`src/rtl/ngahr_pkg.sv`:
```
package ngahr_pkg;

  localparam int CHANNELS_DEF    = 8;
  localparam int SAMPLE_BITS_DEF = 16;

  localparam int CHANNEL_W  = 3;
  localparam int STAGE_W    = 3;
  localparam int THR_W      = 16;
  localparam int STEP_W     = 17;
  localparam int COUNT_W    = 24;
  localparam int CFG_IDX_W  = 2;
  localparam int CFG_DATA_W = 24;
  localparam int FRAC_W     = 16;

  localparam logic [STEP_W-1:0]  UNITY     = STEP_W'(65536);
  localparam logic [COUNT_W-1:0] COUNT_MAX = '1;

  localparam logic [CFG_IDX_W-1:0] REG_THRESHOLD    = 2'd0;
  localparam logic [CFG_IDX_W-1:0] REG_ATTACK_STEP  = 2'd1;
  localparam logic [CFG_IDX_W-1:0] REG_HOLD_LENGTH  = 2'd2;
  localparam logic [CFG_IDX_W-1:0] REG_RELEASE_STEP = 2'd3;

  localparam logic [THR_W-1:0]   THRESHOLD_RST    = 16'd1024;
  localparam logic [STEP_W-1:0]  ATTACK_STEP_RST  = 17'd66;
  localparam logic [COUNT_W-1:0] HOLD_LENGTH_RST  = 24'd4800;
  localparam logic [STEP_W-1:0]  RELEASE_STEP_RST = 17'd13;

  typedef enum logic [STAGE_W-1:0] {
    ST_CLOSED  = 3'd0,
    ST_ATTACK  = 3'd1,
    ST_OPEN    = 3'd2,
    ST_HOLD    = 3'd3,
    ST_RELEASE = 3'd4
  } stage_t;

endpackage

```
`src/rtl/ngahr_if.sv`:
```
interface ngahr_in_if #(
  parameter int SAMPLE_BITS = ngahr_pkg::SAMPLE_BITS_DEF
);
  import ngahr_pkg::*;

  logic                          valid;
  logic                          ready;
  logic [CHANNEL_W-1:0]          channel;
  logic signed [SAMPLE_BITS-1:0] sample_in;

  modport source (output valid, output channel, output sample_in, input ready);
  modport sink   (input valid, input channel, input sample_in, output ready);
endinterface

interface ngahr_out_if #(
  parameter int SAMPLE_BITS = ngahr_pkg::SAMPLE_BITS_DEF
);
  import ngahr_pkg::*;

  logic                          valid;
  logic                          ready;
  logic [CHANNEL_W-1:0]          channel_out;
  logic signed [SAMPLE_BITS-1:0] sample_out;
  logic [STAGE_W-1:0]            stage_out;

  modport source (output valid, output channel_out, output sample_out, output stage_out,
                  input ready);
  modport sink   (input valid, input channel_out, input sample_out, input stage_out,
                  output ready);
endinterface

```
`src/rtl/ngahr_ram.sv`:
```
module ngahr_ram #(
  parameter int WIDTH = 8,
  parameter int DEPTH = 8,
  parameter int AW    = (DEPTH > 1) ? $clog2(DEPTH) : 1
) (
  input  logic             clk,
  input  logic             we,
  input  logic [AW-1:0]    waddr,
  input  logic [WIDTH-1:0] wdata,
  input  logic             re,
  input  logic [AW-1:0]    raddr,
  output logic [WIDTH-1:0] rdata
);

  logic [WIDTH-1:0] mem [DEPTH];

  always_ff @(posedge clk) begin
    if (we) begin
      mem[waddr] <= wdata;
    end
    if (re) begin
      rdata <= mem[raddr];
    end
  end

endmodule

```
`src/rtl/noise_gate_ahr_top.sv`:
```
// Multi-channel noise gate with attack, hold and release. Each word carries one
// signed sample and its channel; each accepted word yields exactly one output
// word with the gated sample and the channel's gate stage after that sample.
// Per-channel stage and elapsed-sample count live in a small RAM that is read,
// updated and written back once per word; channels are cleared to closed at
// reset by per-entry valid bits, so no clearing pass is needed. Each word goes
// through a RAM read, ramp multiply, gain multiply with write-back and output
// load, in that order, and words are handled one at a time; the next word is
// taken while the previous result still waits in the output register.
// Configuration writes must only be issued while no word is in flight.
module noise_gate_ahr_top #(
  parameter int CHANNELS    = ngahr_pkg::CHANNELS_DEF,
  parameter int SAMPLE_BITS = ngahr_pkg::SAMPLE_BITS_DEF
) (
  input  logic                              clk,
  input  logic                              rst,
  ngahr_in_if.sink                          in_ch,
  ngahr_out_if.source                       out_ch,
  input  logic                              cfg_we,
  input  logic [ngahr_pkg::CFG_IDX_W-1:0]   cfg_index,
  input  logic [ngahr_pkg::CFG_DATA_W-1:0]  cfg_data
);
  import ngahr_pkg::*;

  localparam int AW      = (CHANNELS > 1) ? $clog2(CHANNELS) : 1;
  localparam int ENTRY_W = STAGE_W + COUNT_W;
  localparam int PROD1_W = COUNT_W + STEP_W;
  localparam int GAIN_W  = STEP_W + 1;
  localparam int PROD2_W = SAMPLE_BITS + GAIN_W;
  localparam int CMP_W   = ((SAMPLE_BITS > THR_W) ? SAMPLE_BITS : THR_W) + 1;

  typedef enum logic [1:0] {S_IDLE, S_CALC, S_SCALE, S_DONE} state_t;

  // configuration
  logic [THR_W-1:0]   threshold;
  logic [STEP_W-1:0]  attack_step;
  logic [COUNT_W-1:0] hold_length;
  logic [STEP_W-1:0]  release_step;

  always_ff @(posedge clk) begin
    if (rst) begin
      threshold    <= THRESHOLD_RST;
      attack_step  <= ATTACK_STEP_RST;
      hold_length  <= HOLD_LENGTH_RST;
      release_step <= RELEASE_STEP_RST;
    end else if (cfg_we) begin
      case (cfg_index)
        REG_THRESHOLD:    threshold    <= cfg_data[THR_W-1:0];
        REG_ATTACK_STEP:  attack_step  <= cfg_data[STEP_W-1:0];
        REG_HOLD_LENGTH:  hold_length  <= cfg_data[COUNT_W-1:0];
        REG_RELEASE_STEP: release_step <= cfg_data[STEP_W-1:0];
        default: ;
      endcase
    end
  end

  state_t state;

  logic                          accept;
  logic [AW-1:0]                 in_addr;
  logic                          in_oob;
  logic [CHANNELS-1:0]           ent_valid;
  logic                          rd_ok;
  logic [ENTRY_W-1:0]            rd_data;

  logic [AW-1:0]                 addr;
  logic                          oob;
  logic [CHANNEL_W-1:0]          chan;
  logic signed [SAMPLE_BITS-1:0] smp;
  stage_t                        stage;
  logic [COUNT_W-1:0]            e_inc;
  logic [PROD1_W-1:0]            p1;
  logic [PROD2_W-1:0]            p2;
  stage_t                        st_res;

  logic                          out_valid;
  logic [CHANNEL_W-1:0]          out_chan;
  logic [SAMPLE_BITS-1:0]        out_sample;
  stage_t                        out_stage;

  assign in_ch.ready = (state == S_IDLE);
  assign accept      = in_ch.valid && in_ch.ready;
  assign in_addr     = AW'(in_ch.channel);
  assign in_oob      = (32'(in_ch.channel) >= CHANNELS);

  // RAM read result
  stage_t             stage_rd;
  logic [COUNT_W-1:0] e_rd;
  logic [COUNT_W-1:0] e_calc;
  logic [STEP_W-1:0]  step_sel;

  always_comb begin
    stage_rd = ST_CLOSED;
    e_rd     = '0;
    if (rd_ok) begin
      stage_rd = stage_t'(rd_data[ENTRY_W-1:COUNT_W]);
      e_rd     = rd_data[COUNT_W-1:0];
    end
    e_calc   = (e_rd == COUNT_MAX) ? e_rd : e_rd + COUNT_W'(1);
    step_sel = (stage_rd == ST_RELEASE) ? release_step : attack_step;
  end

  // stage decision and gain
  logic                    g_full;
  logic [STEP_W-1:0]       g;
  logic [STEP_W-1:0]       gain;
  stage_t                  st_new;
  logic [COUNT_W-1:0]      e_new;
  logic signed [CMP_W-1:0] s_x;
  logic signed [CMP_W-1:0] t_x;
  logic                    above;
  logic signed [GAIN_W-1:0]  gain_s;
  logic signed [PROD2_W-1:0] p2_calc;

  always_comb begin
    g_full = (p1 >= PROD1_W'(UNITY));
    g      = g_full ? UNITY : p1[STEP_W-1:0];
    s_x    = CMP_W'(smp);
    t_x    = CMP_W'($signed(threshold));
    above  = (s_x >= t_x);
    gain   = '0;
    st_new = ST_CLOSED;
    e_new  = e_inc;
    case (stage)
      ST_ATTACK: begin
        gain   = g;
        st_new = g_full ? ST_OPEN : ST_ATTACK;
      end
      ST_OPEN: begin
        gain   = UNITY;
        st_new = ST_OPEN;
        if (!above) begin
          st_new = ST_HOLD;
          e_new  = '0;
        end
      end
      ST_HOLD: begin
        gain   = UNITY;
        st_new = ST_HOLD;
        if (e_inc >= hold_length) begin
          st_new = ST_RELEASE;
          e_new  = '0;
        end
      end
      ST_RELEASE: begin
        gain   = UNITY - g;
        st_new = g_full ? ST_CLOSED : ST_RELEASE;
      end
      default: begin
        if (above) begin
          st_new = ST_ATTACK;
          e_new  = '0;
        end
      end
    endcase
    if (oob) begin
      gain   = '0;
      st_new = ST_CLOSED;
    end
    gain_s  = $signed({1'b0, gain});
    p2_calc = smp * gain_s;
  end

  // round toward zero
  logic [PROD2_W-1:0] p2_adj;
  assign p2_adj = p2 + (p2[PROD2_W-1] ? PROD2_W'((1 << FRAC_W) - 1) : '0);

  logic ram_we;
  assign ram_we = (state == S_SCALE) && !oob;

  ngahr_ram #(
    .WIDTH (ENTRY_W),
    .DEPTH (CHANNELS)
  ) u_state_ram (
    .clk   (clk),
    .we    (ram_we),
    .waddr (addr),
    .wdata ({st_new, e_new}),
    .re    (accept),
    .raddr (in_addr),
    .rdata (rd_data)
  );

  always_ff @(posedge clk) begin
    if (rst) begin
      ent_valid <= '0;
    end else if (ram_we) begin
      ent_valid[addr] <= 1'b1;
    end
  end

  always_ff @(posedge clk) begin
    if (rst) begin
      state     <= S_IDLE;
      out_valid <= 1'b0;
    end else begin
      // in S_DONE a taken word is replaced by the new one below
      if (out_valid && out_ch.ready && (state != S_DONE)) begin
        out_valid <= 1'b0;
      end
      case (state)
        S_IDLE: begin
          if (accept) begin
            addr  <= in_addr;
            oob   <= in_oob;
            chan  <= in_ch.channel;
            smp   <= in_ch.sample_in;
            rd_ok <= !in_oob && ent_valid[in_addr];
            state <= S_CALC;
          end
        end
        S_CALC: begin
          stage <= stage_rd;
          e_inc <= e_calc;
          p1    <= e_calc * step_sel;
          state <= S_SCALE;
        end
        S_SCALE: begin
          p2     <= p2_calc;
          st_res <= st_new;
          state  <= S_DONE;
        end
        S_DONE: begin
          if (!out_valid || out_ch.ready) begin
            out_valid  <= 1'b1;
            out_chan   <= chan;
            out_sample <= p2_adj[FRAC_W +: SAMPLE_BITS];
            out_stage  <= st_res;
            state      <= S_IDLE;
          end
        end
        default: state <= S_IDLE;
      endcase
    end
  end

  assign out_ch.valid       = out_valid;
  assign out_ch.channel_out = out_chan;
  assign out_ch.sample_out  = out_sample;
  assign out_ch.stage_out   = out_stage;

  a_accept_reads: assert property (@(posedge clk) disable iff (rst)
    accept |=> (state == S_CALC))
    else $error("accepted word did not start a RAM read");

  a_write_once: assert property (@(posedge clk) disable iff (rst)
    ram_we |=> (state == S_DONE) && !ram_we)
    else $error("state write-back not single per word");

  a_out_load: assert property (@(posedge clk) disable iff (rst)
    $rose(out_valid) |-> $past(state == S_DONE))
    else $error("output loaded outside of done state");

  a_valid_sticky: assert property (@(posedge clk) disable iff (rst)
    !$past(rst) |-> ((ent_valid & $past(ent_valid)) == $past(ent_valid)))
    else $error("entry valid bit cleared outside reset");

endmodule

```
`src/flat_wrapper.sv`:
```
// flat-port wrapper written by rule: the top's interface ports become plain ports
module noise_gate_ahr_top_flat import ngahr_pkg::*;
#(
  parameter int CHANNELS    = ngahr_pkg::CHANNELS_DEF,
  parameter int SAMPLE_BITS = ngahr_pkg::SAMPLE_BITS_DEF
)
  (clk, rst, cfg_we, cfg_index, cfg_data, in_ch_valid, in_ch_channel, in_ch_sample_in, in_ch_ready, out_ch_valid, out_ch_channel_out, out_ch_sample_out, out_ch_stage_out, out_ch_ready);
  ngahr_in_if #(.SAMPLE_BITS(SAMPLE_BITS)) in_ch_i ();
  ngahr_out_if #(.SAMPLE_BITS(SAMPLE_BITS)) out_ch_i ();
  input  logic clk;
  input  logic rst;
  input  logic cfg_we;
  input  logic [ngahr_pkg::CFG_IDX_W-1:0] cfg_index;
  input  logic [ngahr_pkg::CFG_DATA_W-1:0] cfg_data;
  input wire logic [$bits(in_ch_i.valid)-1:0] in_ch_valid;
  input wire logic [$bits(in_ch_i.channel)-1:0] in_ch_channel;
  input wire logic [$bits(in_ch_i.sample_in)-1:0] in_ch_sample_in;
  output wire logic [$bits(in_ch_i.ready)-1:0] in_ch_ready;
  output wire logic [$bits(out_ch_i.valid)-1:0] out_ch_valid;
  output wire logic [$bits(out_ch_i.channel_out)-1:0] out_ch_channel_out;
  output wire logic [$bits(out_ch_i.sample_out)-1:0] out_ch_sample_out;
  output wire logic [$bits(out_ch_i.stage_out)-1:0] out_ch_stage_out;
  input wire logic [$bits(out_ch_i.ready)-1:0] out_ch_ready;
  assign in_ch_i.valid = in_ch_valid;
  assign in_ch_i.channel = in_ch_channel;
  assign in_ch_i.sample_in = in_ch_sample_in;
  assign in_ch_ready = in_ch_i.ready;
  assign out_ch_valid = out_ch_i.valid;
  assign out_ch_channel_out = out_ch_i.channel_out;
  assign out_ch_sample_out = out_ch_i.sample_out;
  assign out_ch_stage_out = out_ch_i.stage_out;
  assign out_ch_i.ready = out_ch_ready;
  noise_gate_ahr_top #(.CHANNELS(CHANNELS), .SAMPLE_BITS(SAMPLE_BITS)) u_core (.clk(clk), .rst(rst), .in_ch(in_ch_i), .out_ch(out_ch_i), .cfg_we(cfg_we), .cfg_index(cfg_index), .cfg_data(cfg_data));
endmodule
```
`config.mk`:
```
export PLATFORM = sky130hd
export DESIGN_NAME = noise_gate_ahr_top_flat
export DESIGN_NICKNAME = d
export VERILOG_FILES = /design/src/rtl/ngahr_pkg.sv /design/src/rtl/ngahr_if.sv /design/src/rtl/ngahr_ram.sv /design/src/rtl/noise_gate_ahr_top.sv /design/src/flat_wrapper.sv
export SDC_FILE = /design/constraint.sdc
export NUM_CORES = 2
export LEC_CHECK = 0
export BUFFER_PORTS_ARGS = -buffer_cell sky130_fd_sc_hd__buf_2
export CAP_MARGIN = 40
export CORE_AREA = 2 2 477 361
export DETAILED_ROUTE_END_ITERATION = 10
export DIE_AREA = 0 0 479 363
export GPL_TIMING_DRIVEN = 0
export PLACE_DENSITY_LB_ADDON = 0.1
export SYNTH_ARGS = -nofsm -noshare
export SYNTH_HDL_FRONTEND = slang
export SYNTH_HIERARCHICAL = 1
export SYNTH_SLANG_ARGS = --single-unit
```
`constraint.sdc`:
```
create_clock -name clk -period 9 [get_ports clk]
set_input_delay 1.35 -clock clk [delete_from_list [all_inputs] [get_ports clk]]
set_output_delay 1.35 -clock clk [all_outputs]
set_load 0.1 [all_outputs]
```
=== After elaboration in Yosys (flattened, before gate mapping) ===
Memory sizes are Yosys's and may differ from the RTL's. A register that Yosys moved wholly into a read port is not among the register bits.
Index checks and enable logic that the tools add are counted.

* Add/subtract/negate cells: 3
* Multipliers: 2
* Div/mod/pow operators: 0
* $lt $le $gt $ge: 6
* Equality and inequality tests: 15
* Shifts and indexed selects: 0
* Mux-type cells: 29
* Bitwise operators: 2
* Reduce and logical (&&, ||, !) cells: 19

{| class="wikitable"
|+ Operator list
! operator !! number
|-
| 24-bit two-way mux || 5
|-
| 24-bit one-hot mux with 3 select lines || 1
|-
| 17-bit one-hot mux with 3 select lines || 1
|-
| 41-bit by 17-bit >= comparator with 1-bit output, second input constant || 1
|-
| 24-bit by 17-bit multiplier with 41-bit output || 1
|-
| 16-bit by 18-bit multiplier with 34-bit output || 1
|-
| 17-bit two-way mux || 2
|-
| 32-bit adder || 1
|-
| 24-bit by 1-bit adder with 24-bit output, second input constant || 1
|-
| 24-bit equality test, second input constant || 1
|-
| 24-bit >= comparator || 1
|-
| 17-bit subtractor, first input constant || 1
|-
| 16-bit >= comparator || 1
|-
| 16-bit two-way mux || 1
|-
| 2-bit AND reduction || 7
|-
| 3-bit one-hot mux with 4 select lines || 1
|-
| 1-bit two-way mux || 9
|-
| 3-bit two-way mux || 3
|-
| 2-bit equality test, second input constant || 4
|-
| 3-bit by 4-bit < comparator with 1-bit output, second input constant || 2
|-
| 8-bit bitwise OR || 1
|-
| 2-bit one-hot mux with 4 select lines || 1
|-
| 3-bit by 2-bit equality test with 1-bit output, second input constant || 2
|-
| 3-bit equality test, second input constant || 2
|-
| other kinds (15) || 25
|}

* Bits in registers: 232
* Bits in latches: 0
* Memory bits (writable): 216
* ROM bits: 0
* Input bits: 50
* Output and inout bits: 24
* Memories kept: 1

{| class="wikitable"
|+ Memory list
! name !! words !! bits a word !! rd ports !! clocked after memory_dff !! write ports !! line !! RTL
|-
| u_core.u_state_ram.mem || 8 || 27 || 1 || 1 || 1 || ngahr_ram.sv:15 || <nowiki>logic [WIDTH-1:0] mem [DEPTH];</nowiki>
|}

=== Longest topological paths before layout ===
* Depth in word-level cells: 5
* Mapped depth: 37

=== Modules after synthesis ===
The synthesis kept the hierarchy.

{| class="wikitable"
|+ Modules (own cells, without submodules)
! module !! times used !! cells an instance !! area each (sq um) !! sequential area each (sq um)
|-
| noise_gate_ahr_top || 1 || 3,577 || 32,864.0 || 6,085.8
|-
| ngahr_ram || 1 || 352 || 9,182.6 || 7,297.0
|}

=== Worst setup path after synthesis ===
OpenSTA, ideal clock, no wires.

* Kind: register -> register
* From: register u_core.rd_ok
* To: register u_core.p1[37] (data pin)
* Arrival: 8,459 ps
* Data required time: 8,727 ps
* Path slack: 268 ps
* Stages on the path, launching flop included: 37
* Path buffers: 4
* Clock period less this slack: 8,732 ps
* Cell sequence: edfxtp_1 > clkbuf_1 > and2_1 > ha_1 > nand2_1 > nor4_1 > nand3_1 > nand3_1 > nor2_1 > nand2_1 > xnor2_1 > and2_0 > clkbuf_1 > clkbuf_1 > nand2_1 > fa_1 > inv_1 > fa_1 > inv_1 > fa_1 > inv_1 > fa_1 > inv_1 > fa_1 > inv_1 > fa_1 > ha_1 > clkbuf_1 > a211oi_1 > o21ai_0 > a211oi_1 > a311oi_1 > o41ai_1 > o22ai_1 > a41oi_1 > mux2i_1 > o2111ai_1

* Cells in the longest elaborated chain, start to end: 4
* Elaborated cells on any way between the ends: 8
* Those cells by class: add/sub: 1; mul: 1; eq/ne: 2; mux: 4

{| class="wikitable"
|+ Ends and longest elaborated chain
! element !! line !! RTL
|-
| start, declared || noise_gate_ahr_top.sv:63 || <nowiki>logic rd_ok;</nowiki>
|-
| start signal, assigned || noise_gate_ahr_top.sv:208 || <nowiki>rd_ok <= !in_oob && ent_valid[in_addr];</nowiki>
|-
| 24-bit two-way mux (*) || noise_gate_ahr_top.sv:95 || <nowiki>if (rd_ok) begin</nowiki>
|-
| 24-bit by 1-bit adder with 24-bit output / 24-bit equality test (equally long branches) || noise_gate_ahr_top.sv:99 || <nowiki>e_calc = (e_rd == COUNT_MAX) ? e_rd : e_rd + COUNT_W'(1);</nowiki>
|-
| 24-bit two-way mux (*) || noise_gate_ahr_top.sv:99 ||
|-
| via u_core.e_calc[12] || noise_gate_ahr_top.sv:89 || <nowiki>logic [COUNT_W-1:0] e_calc;</nowiki>
|-
| 24-bit by 17-bit multiplier with 41-bit output (*) || noise_gate_ahr_top.sv:215 || <nowiki>p1 <= e_calc * step_sel;</nowiki>
|-
| end signal, assigned || noise_gate_ahr_top.sv:215 ||
|-
| end, declared || noise_gate_ahr_top.sv:72 || <nowiki>logic [PROD1_W-1:0] p1;</nowiki>
|}

Mark *: on every way through the listed nets, which the timed path passes. The rest lies on a longest branch.
A chain may end at the register's enable or synchronous reset.

=== Worst setup path in the final report ===
* From: register u_core.p1[3]
* To: register u_core.p2[33] (data pin)

* Cells in the longest elaborated chain, start to end: 5

{| class="wikitable"
|+ Ends and longest elaborated chain
! element !! line !! RTL
|-
| 41-bit by 17-bit >= comparator with 1-bit output || noise_gate_ahr_top.sv:116 || <nowiki>g_full = (p1 >= PROD1_W'(UNITY));</nowiki>
|-
| 17-bit two-way mux (*) || noise_gate_ahr_top.sv:117 || <nowiki>g = g_full ? UNITY : p1[STEP_W-1:0];</nowiki>
|-
| 17-bit subtractor || noise_gate_ahr_top.sv:146 || <nowiki>gain = UNITY - g;</nowiki>
|-
| 17-bit one-hot mux with 3 select lines (*) || noise_gate_ahr_top.sv:124 || <nowiki>case (stage)</nowiki>
|-
| 16-bit by 18-bit multiplier with 34-bit output (*) || noise_gate_ahr_top.sv:161 || <nowiki>p2_calc = smp * gain_s;</nowiki>
|-
| via u_core.p2_calc[33] || noise_gate_ahr_top.sv:113 || <nowiki>logic signed [PROD2_W-1:0] p2_calc;</nowiki>
|-
| end signal, assigned || noise_gate_ahr_top.sv:219 || <nowiki>p2 <= p2_calc;</nowiki>
|-
| end, declared || noise_gate_ahr_top.sv:73 || <nowiki>logic [PROD2_W-1:0] p2;</nowiki>
|}

Marked as above.

==> summary.md <==
| Metric | Value |
|---|---|
| Run status | completed |
| Synthesized area per cell | between 10 and 15 um2 |
| Number of H-tree levels | 2 |
| Pwr dens | 171 nW/um2 |
| Ranking of synthesized cells by area | edfxtp_1 (28%), fa_1 (26%), ha_1 (8.9%) |
| Req. time, crit path | approximately 9400 ps |
| Max Fclk | 0.116 GHz |
| Final period util | a little over nine tenths |
| Num ports | 74 |
| Post-detail-place hpwl | roughly 110 mm |
| Area grow syn2layout | 16.8% |
| Mapped Nets | ~4800 |
| Final hold vios | 0 |
| Die ar. | 174000 um2 |
| Routed length on met1 | between 70 and 80 mm |
| Crit path DAT | 9080 ps |
| Critical path class | reg2reg |
| Final Setup Violations | 0 |
| Slew Viols, Final | 0 |
| Antenna-violating nets left | 0 |
| Leak | 20.4 nW |
| Met2 Wirelength | 55.3 mm |
| Clk_skew | around 60 ps |
| Cell with the most instances after synthesis | inv_1 |
| Seq/Total Area, Yosys | a little under a third |
| Non-Filler Instances | ~6500 |
| Highest metal used | met4 |
| DR WL/cell | ~21 um |
| Vias in the first global route | 29800 |
| FP Rows | roughly 130 |
| Vias | 28200 |
| Final Critical Period | 8650 ps |
| EDFF count, synth | 389 |
| CTS sink cnt | ~470 |
| Critical Path Slowest Stage Cell | fa_1 |
| GRT Residual Overflow | 0 |
| Antenna violations before repair | 11 |
| First-pass GRT wire length | a little over 200 mm |
| Hold-fix buffer count after cts | 0 |
| Leading area contributor after synthesis | edfxtp_1 |
| Die Span Y | ~360 um |
| 1st-pass router iterations | 5 |
| Drt drc | 0 |
| Cell variety after synth | roughly 80 |
| Register bit total from synthesis | approximately 470 |
| Crit-path max FO | 10 |
| Most used cell, CP | fa_1 |
| Cell count after synthesis | slightly below 4000 |
| Port Buf Inserts | 71 |
| Worst min-delay path class | reg2reg |
| Root buffer cell | clkbuf_16 |
| Peak VDD IR | about 0.00016 V |
| Max-Cap Viols | 0 |
| Routed vias/inst | between 4 and 5 |
| Worst-Skew Late Latency | between 600 and 700 ps |
| DIE WIDTH | 479 um |
| Fraction of layout cells with a size suffix above 1 | approximately 13% |
| Placer Congestion | ~0.82 |
| Initial DRC count | approximately 1800 |
| GR Util All Layers | ~16% |
| Worst slack, placed | -2780 ps |
| Wirelength, routed | ~140 mm |
| Core area | approximately 170000 um2 |
| Main flop type after synthesis | edfxtp_1 |
| Crit path largest cell delay | between 500 and 600 ps |
| Max-slew headroom | a little over a third |
| Cells after DPL | between 6000 and 7000 |
| YS warnings | 6 |
| Largest net degree at the start of global routing | 29 |
| Synth top area share | roughly 28% |
| Worst-path clk slew | 60 ps |
| Syn Std Cell Area | approximately 42000 um2 |
| Initial core utilization | around a quarter |
| CTS tree | done |
| Finished Core Util | between 20 and 30% |
| Post-synth ARST share | 0% |
| Clock buffer depth | 3 |
| NumNets Final | 5026 |
| Worst-Margin Slew | between 900 and 1000 ps |
| PnR worst setup slack | 348 ps |
| CP Capture Type | flop |
| Met3 wire length | about 7 mm |
| Filler Cell Count | between 15000 and 20000 |
| Top cells by count, synth | inv_1 (677), nand2_1 (605), fa_1 (537) |
| Startpoint Class | flop |
| CTS Buf Count | 55 |
==> cell type report <==
cell class	count	area, um2	area share [%]
multi-input cells	2611	26300	53.5
flip-flops and latches	474	13400	27.2
well taps	2261	2830	5.76
inverters	678	2550	5.20
clock buffers	70	1460	2.98
repair buffers	169	1330	2.70
plain buffers	150	880	1.79
clock inverters	34	387	0.787
diodes	9	22.5	0.0458
==> cells by family after synthesis <==
kind of cell	Yosys count	share of synthesized area (%)
mux	112	4.94
buf+inv	844	7.69
simple gates	1212	13.6
fa+ha+maj	838	34.5
compound gates	353	5.38
xor+xnor	96	2.00
flops	474	31.8
==> worst paths after layout <==
check                                  start                                   end  slack [ps]  cells past startpoint
setup / recovery      u_core/p1[3]$_DFFE_PP_               u_core/p2[33]$_DFFE_PP_         350                     29
hold / removal    u_core/st_res[2]$_DFFE_PP_  u_core/out_ch.stage_out[2]$_DFFE_PP_         420                      0
setup reg to reg      u_core/p1[3]$_DFFE_PP_               u_core/p2[33]$_DFFE_PP_         350                     29
hold reg to reg   u_core/st_res[2]$_DFFE_PP_  u_core/out_ch.stage_out[2]$_DFFE_PP_         420                      0
==> routing by layer <==
layer / track usage (%) / up-vias
li1: - / 13100
met1: 25.5 / 14500
met2: 22.8 / 501
met3: 2.78 / 73
met4: 2.55 / 0
met5: 0 / -
==> state kept, by name (all words and copies together) (netlist names), 8 cells and up <==
name	cells
u_core/e_inc	24
u_core/hold_length	24
u_core/u_state_ram/rdata	27
u_core/attack_step	17
u_core/ent_valid	8
u_core/p2	33
u_core/threshold	16
u_core/release_step	17
u_core/smp	16
u_core/p1	41
u_core/out_ch.sample_out	16
u_core/u_state_ram/mem	216
==> worst max-delay path: cells and delay by family (launching register included) <==
| kind | cells | cell delay, ps |
|---|---|---|
| AOI/OAI and AO/OA | 9 | 1830 |
| xor gates and xnor gates | 1 | 380 |
| adders and majority gates | 7 | 3320 |
| buffers and inverters | 4 | 330 |
| DFF | 1 | 410 |
| and+or+nand+nor | 8 | 2090 |
==> power breakdown <==
| group | internal, mW | switching [mW] |
|---|---|---|
| Clock | 1.31 | 1.03 |
| Sequential | 2.77 | 0.209 |
| Combinational | 1.14 | 1.95 |
==> layout by cell type (no fill, tap or decap), types with 13 or more instances in the layout <==
cell type,netlist,final
o21ai_0,36,31
mux2_2,43,43
xnor2_1,65,60
clkbuf_16,0,55
a21oi_1,141,133
nand3_1,32,28
clkbuf_1,138,80
edfxtp_1,389,389
nor2b_1,68,63
inv_1,677,673
ha_1,300,286
nand2b_1,28,25
and2_1,200,191
nand4_1,19,19
nor2_1,140,126
fa_1,537,533
a21o_1,55,55
mux4_1,54,54
xor2_1,31,28
nand3b_1,13,13
nand2_1,605,603
clkbuf_2,2,33
buf_2,6,79
nand2_2,11,13
o21bai_1,15,14
buf_6,7,21
buf_4,1,71
nor3_1,36,24
dfxtp_1,85,85
==> what timing repair did <==
item / CTS / global route
resized for setup: 192 / 106
buffers inserted: 21 / 25
pin swaps: 28 / 37
endpoints found under the setup margin: 50 / 20
==> per-stage QoR <==
step | TNS [ps] | power (mW) | hold slack (ps) | cell area [um2]
2_1_floorplan | 0 | 4.78 | 400 | 42000
3_3_place_gp | -91500 | 5.87 | 407 | 45200
3_5_place_dp | -71070 | 5.90 | 407 | 46000
4_1_cts | 0 | 8.42 | 423 | 48600
5_1_grt | -19.6 | 8.98 | 445 | 49100
6_report | 0 | 8.41 | 421 | 49100
(Power assumes the default switching activity.)
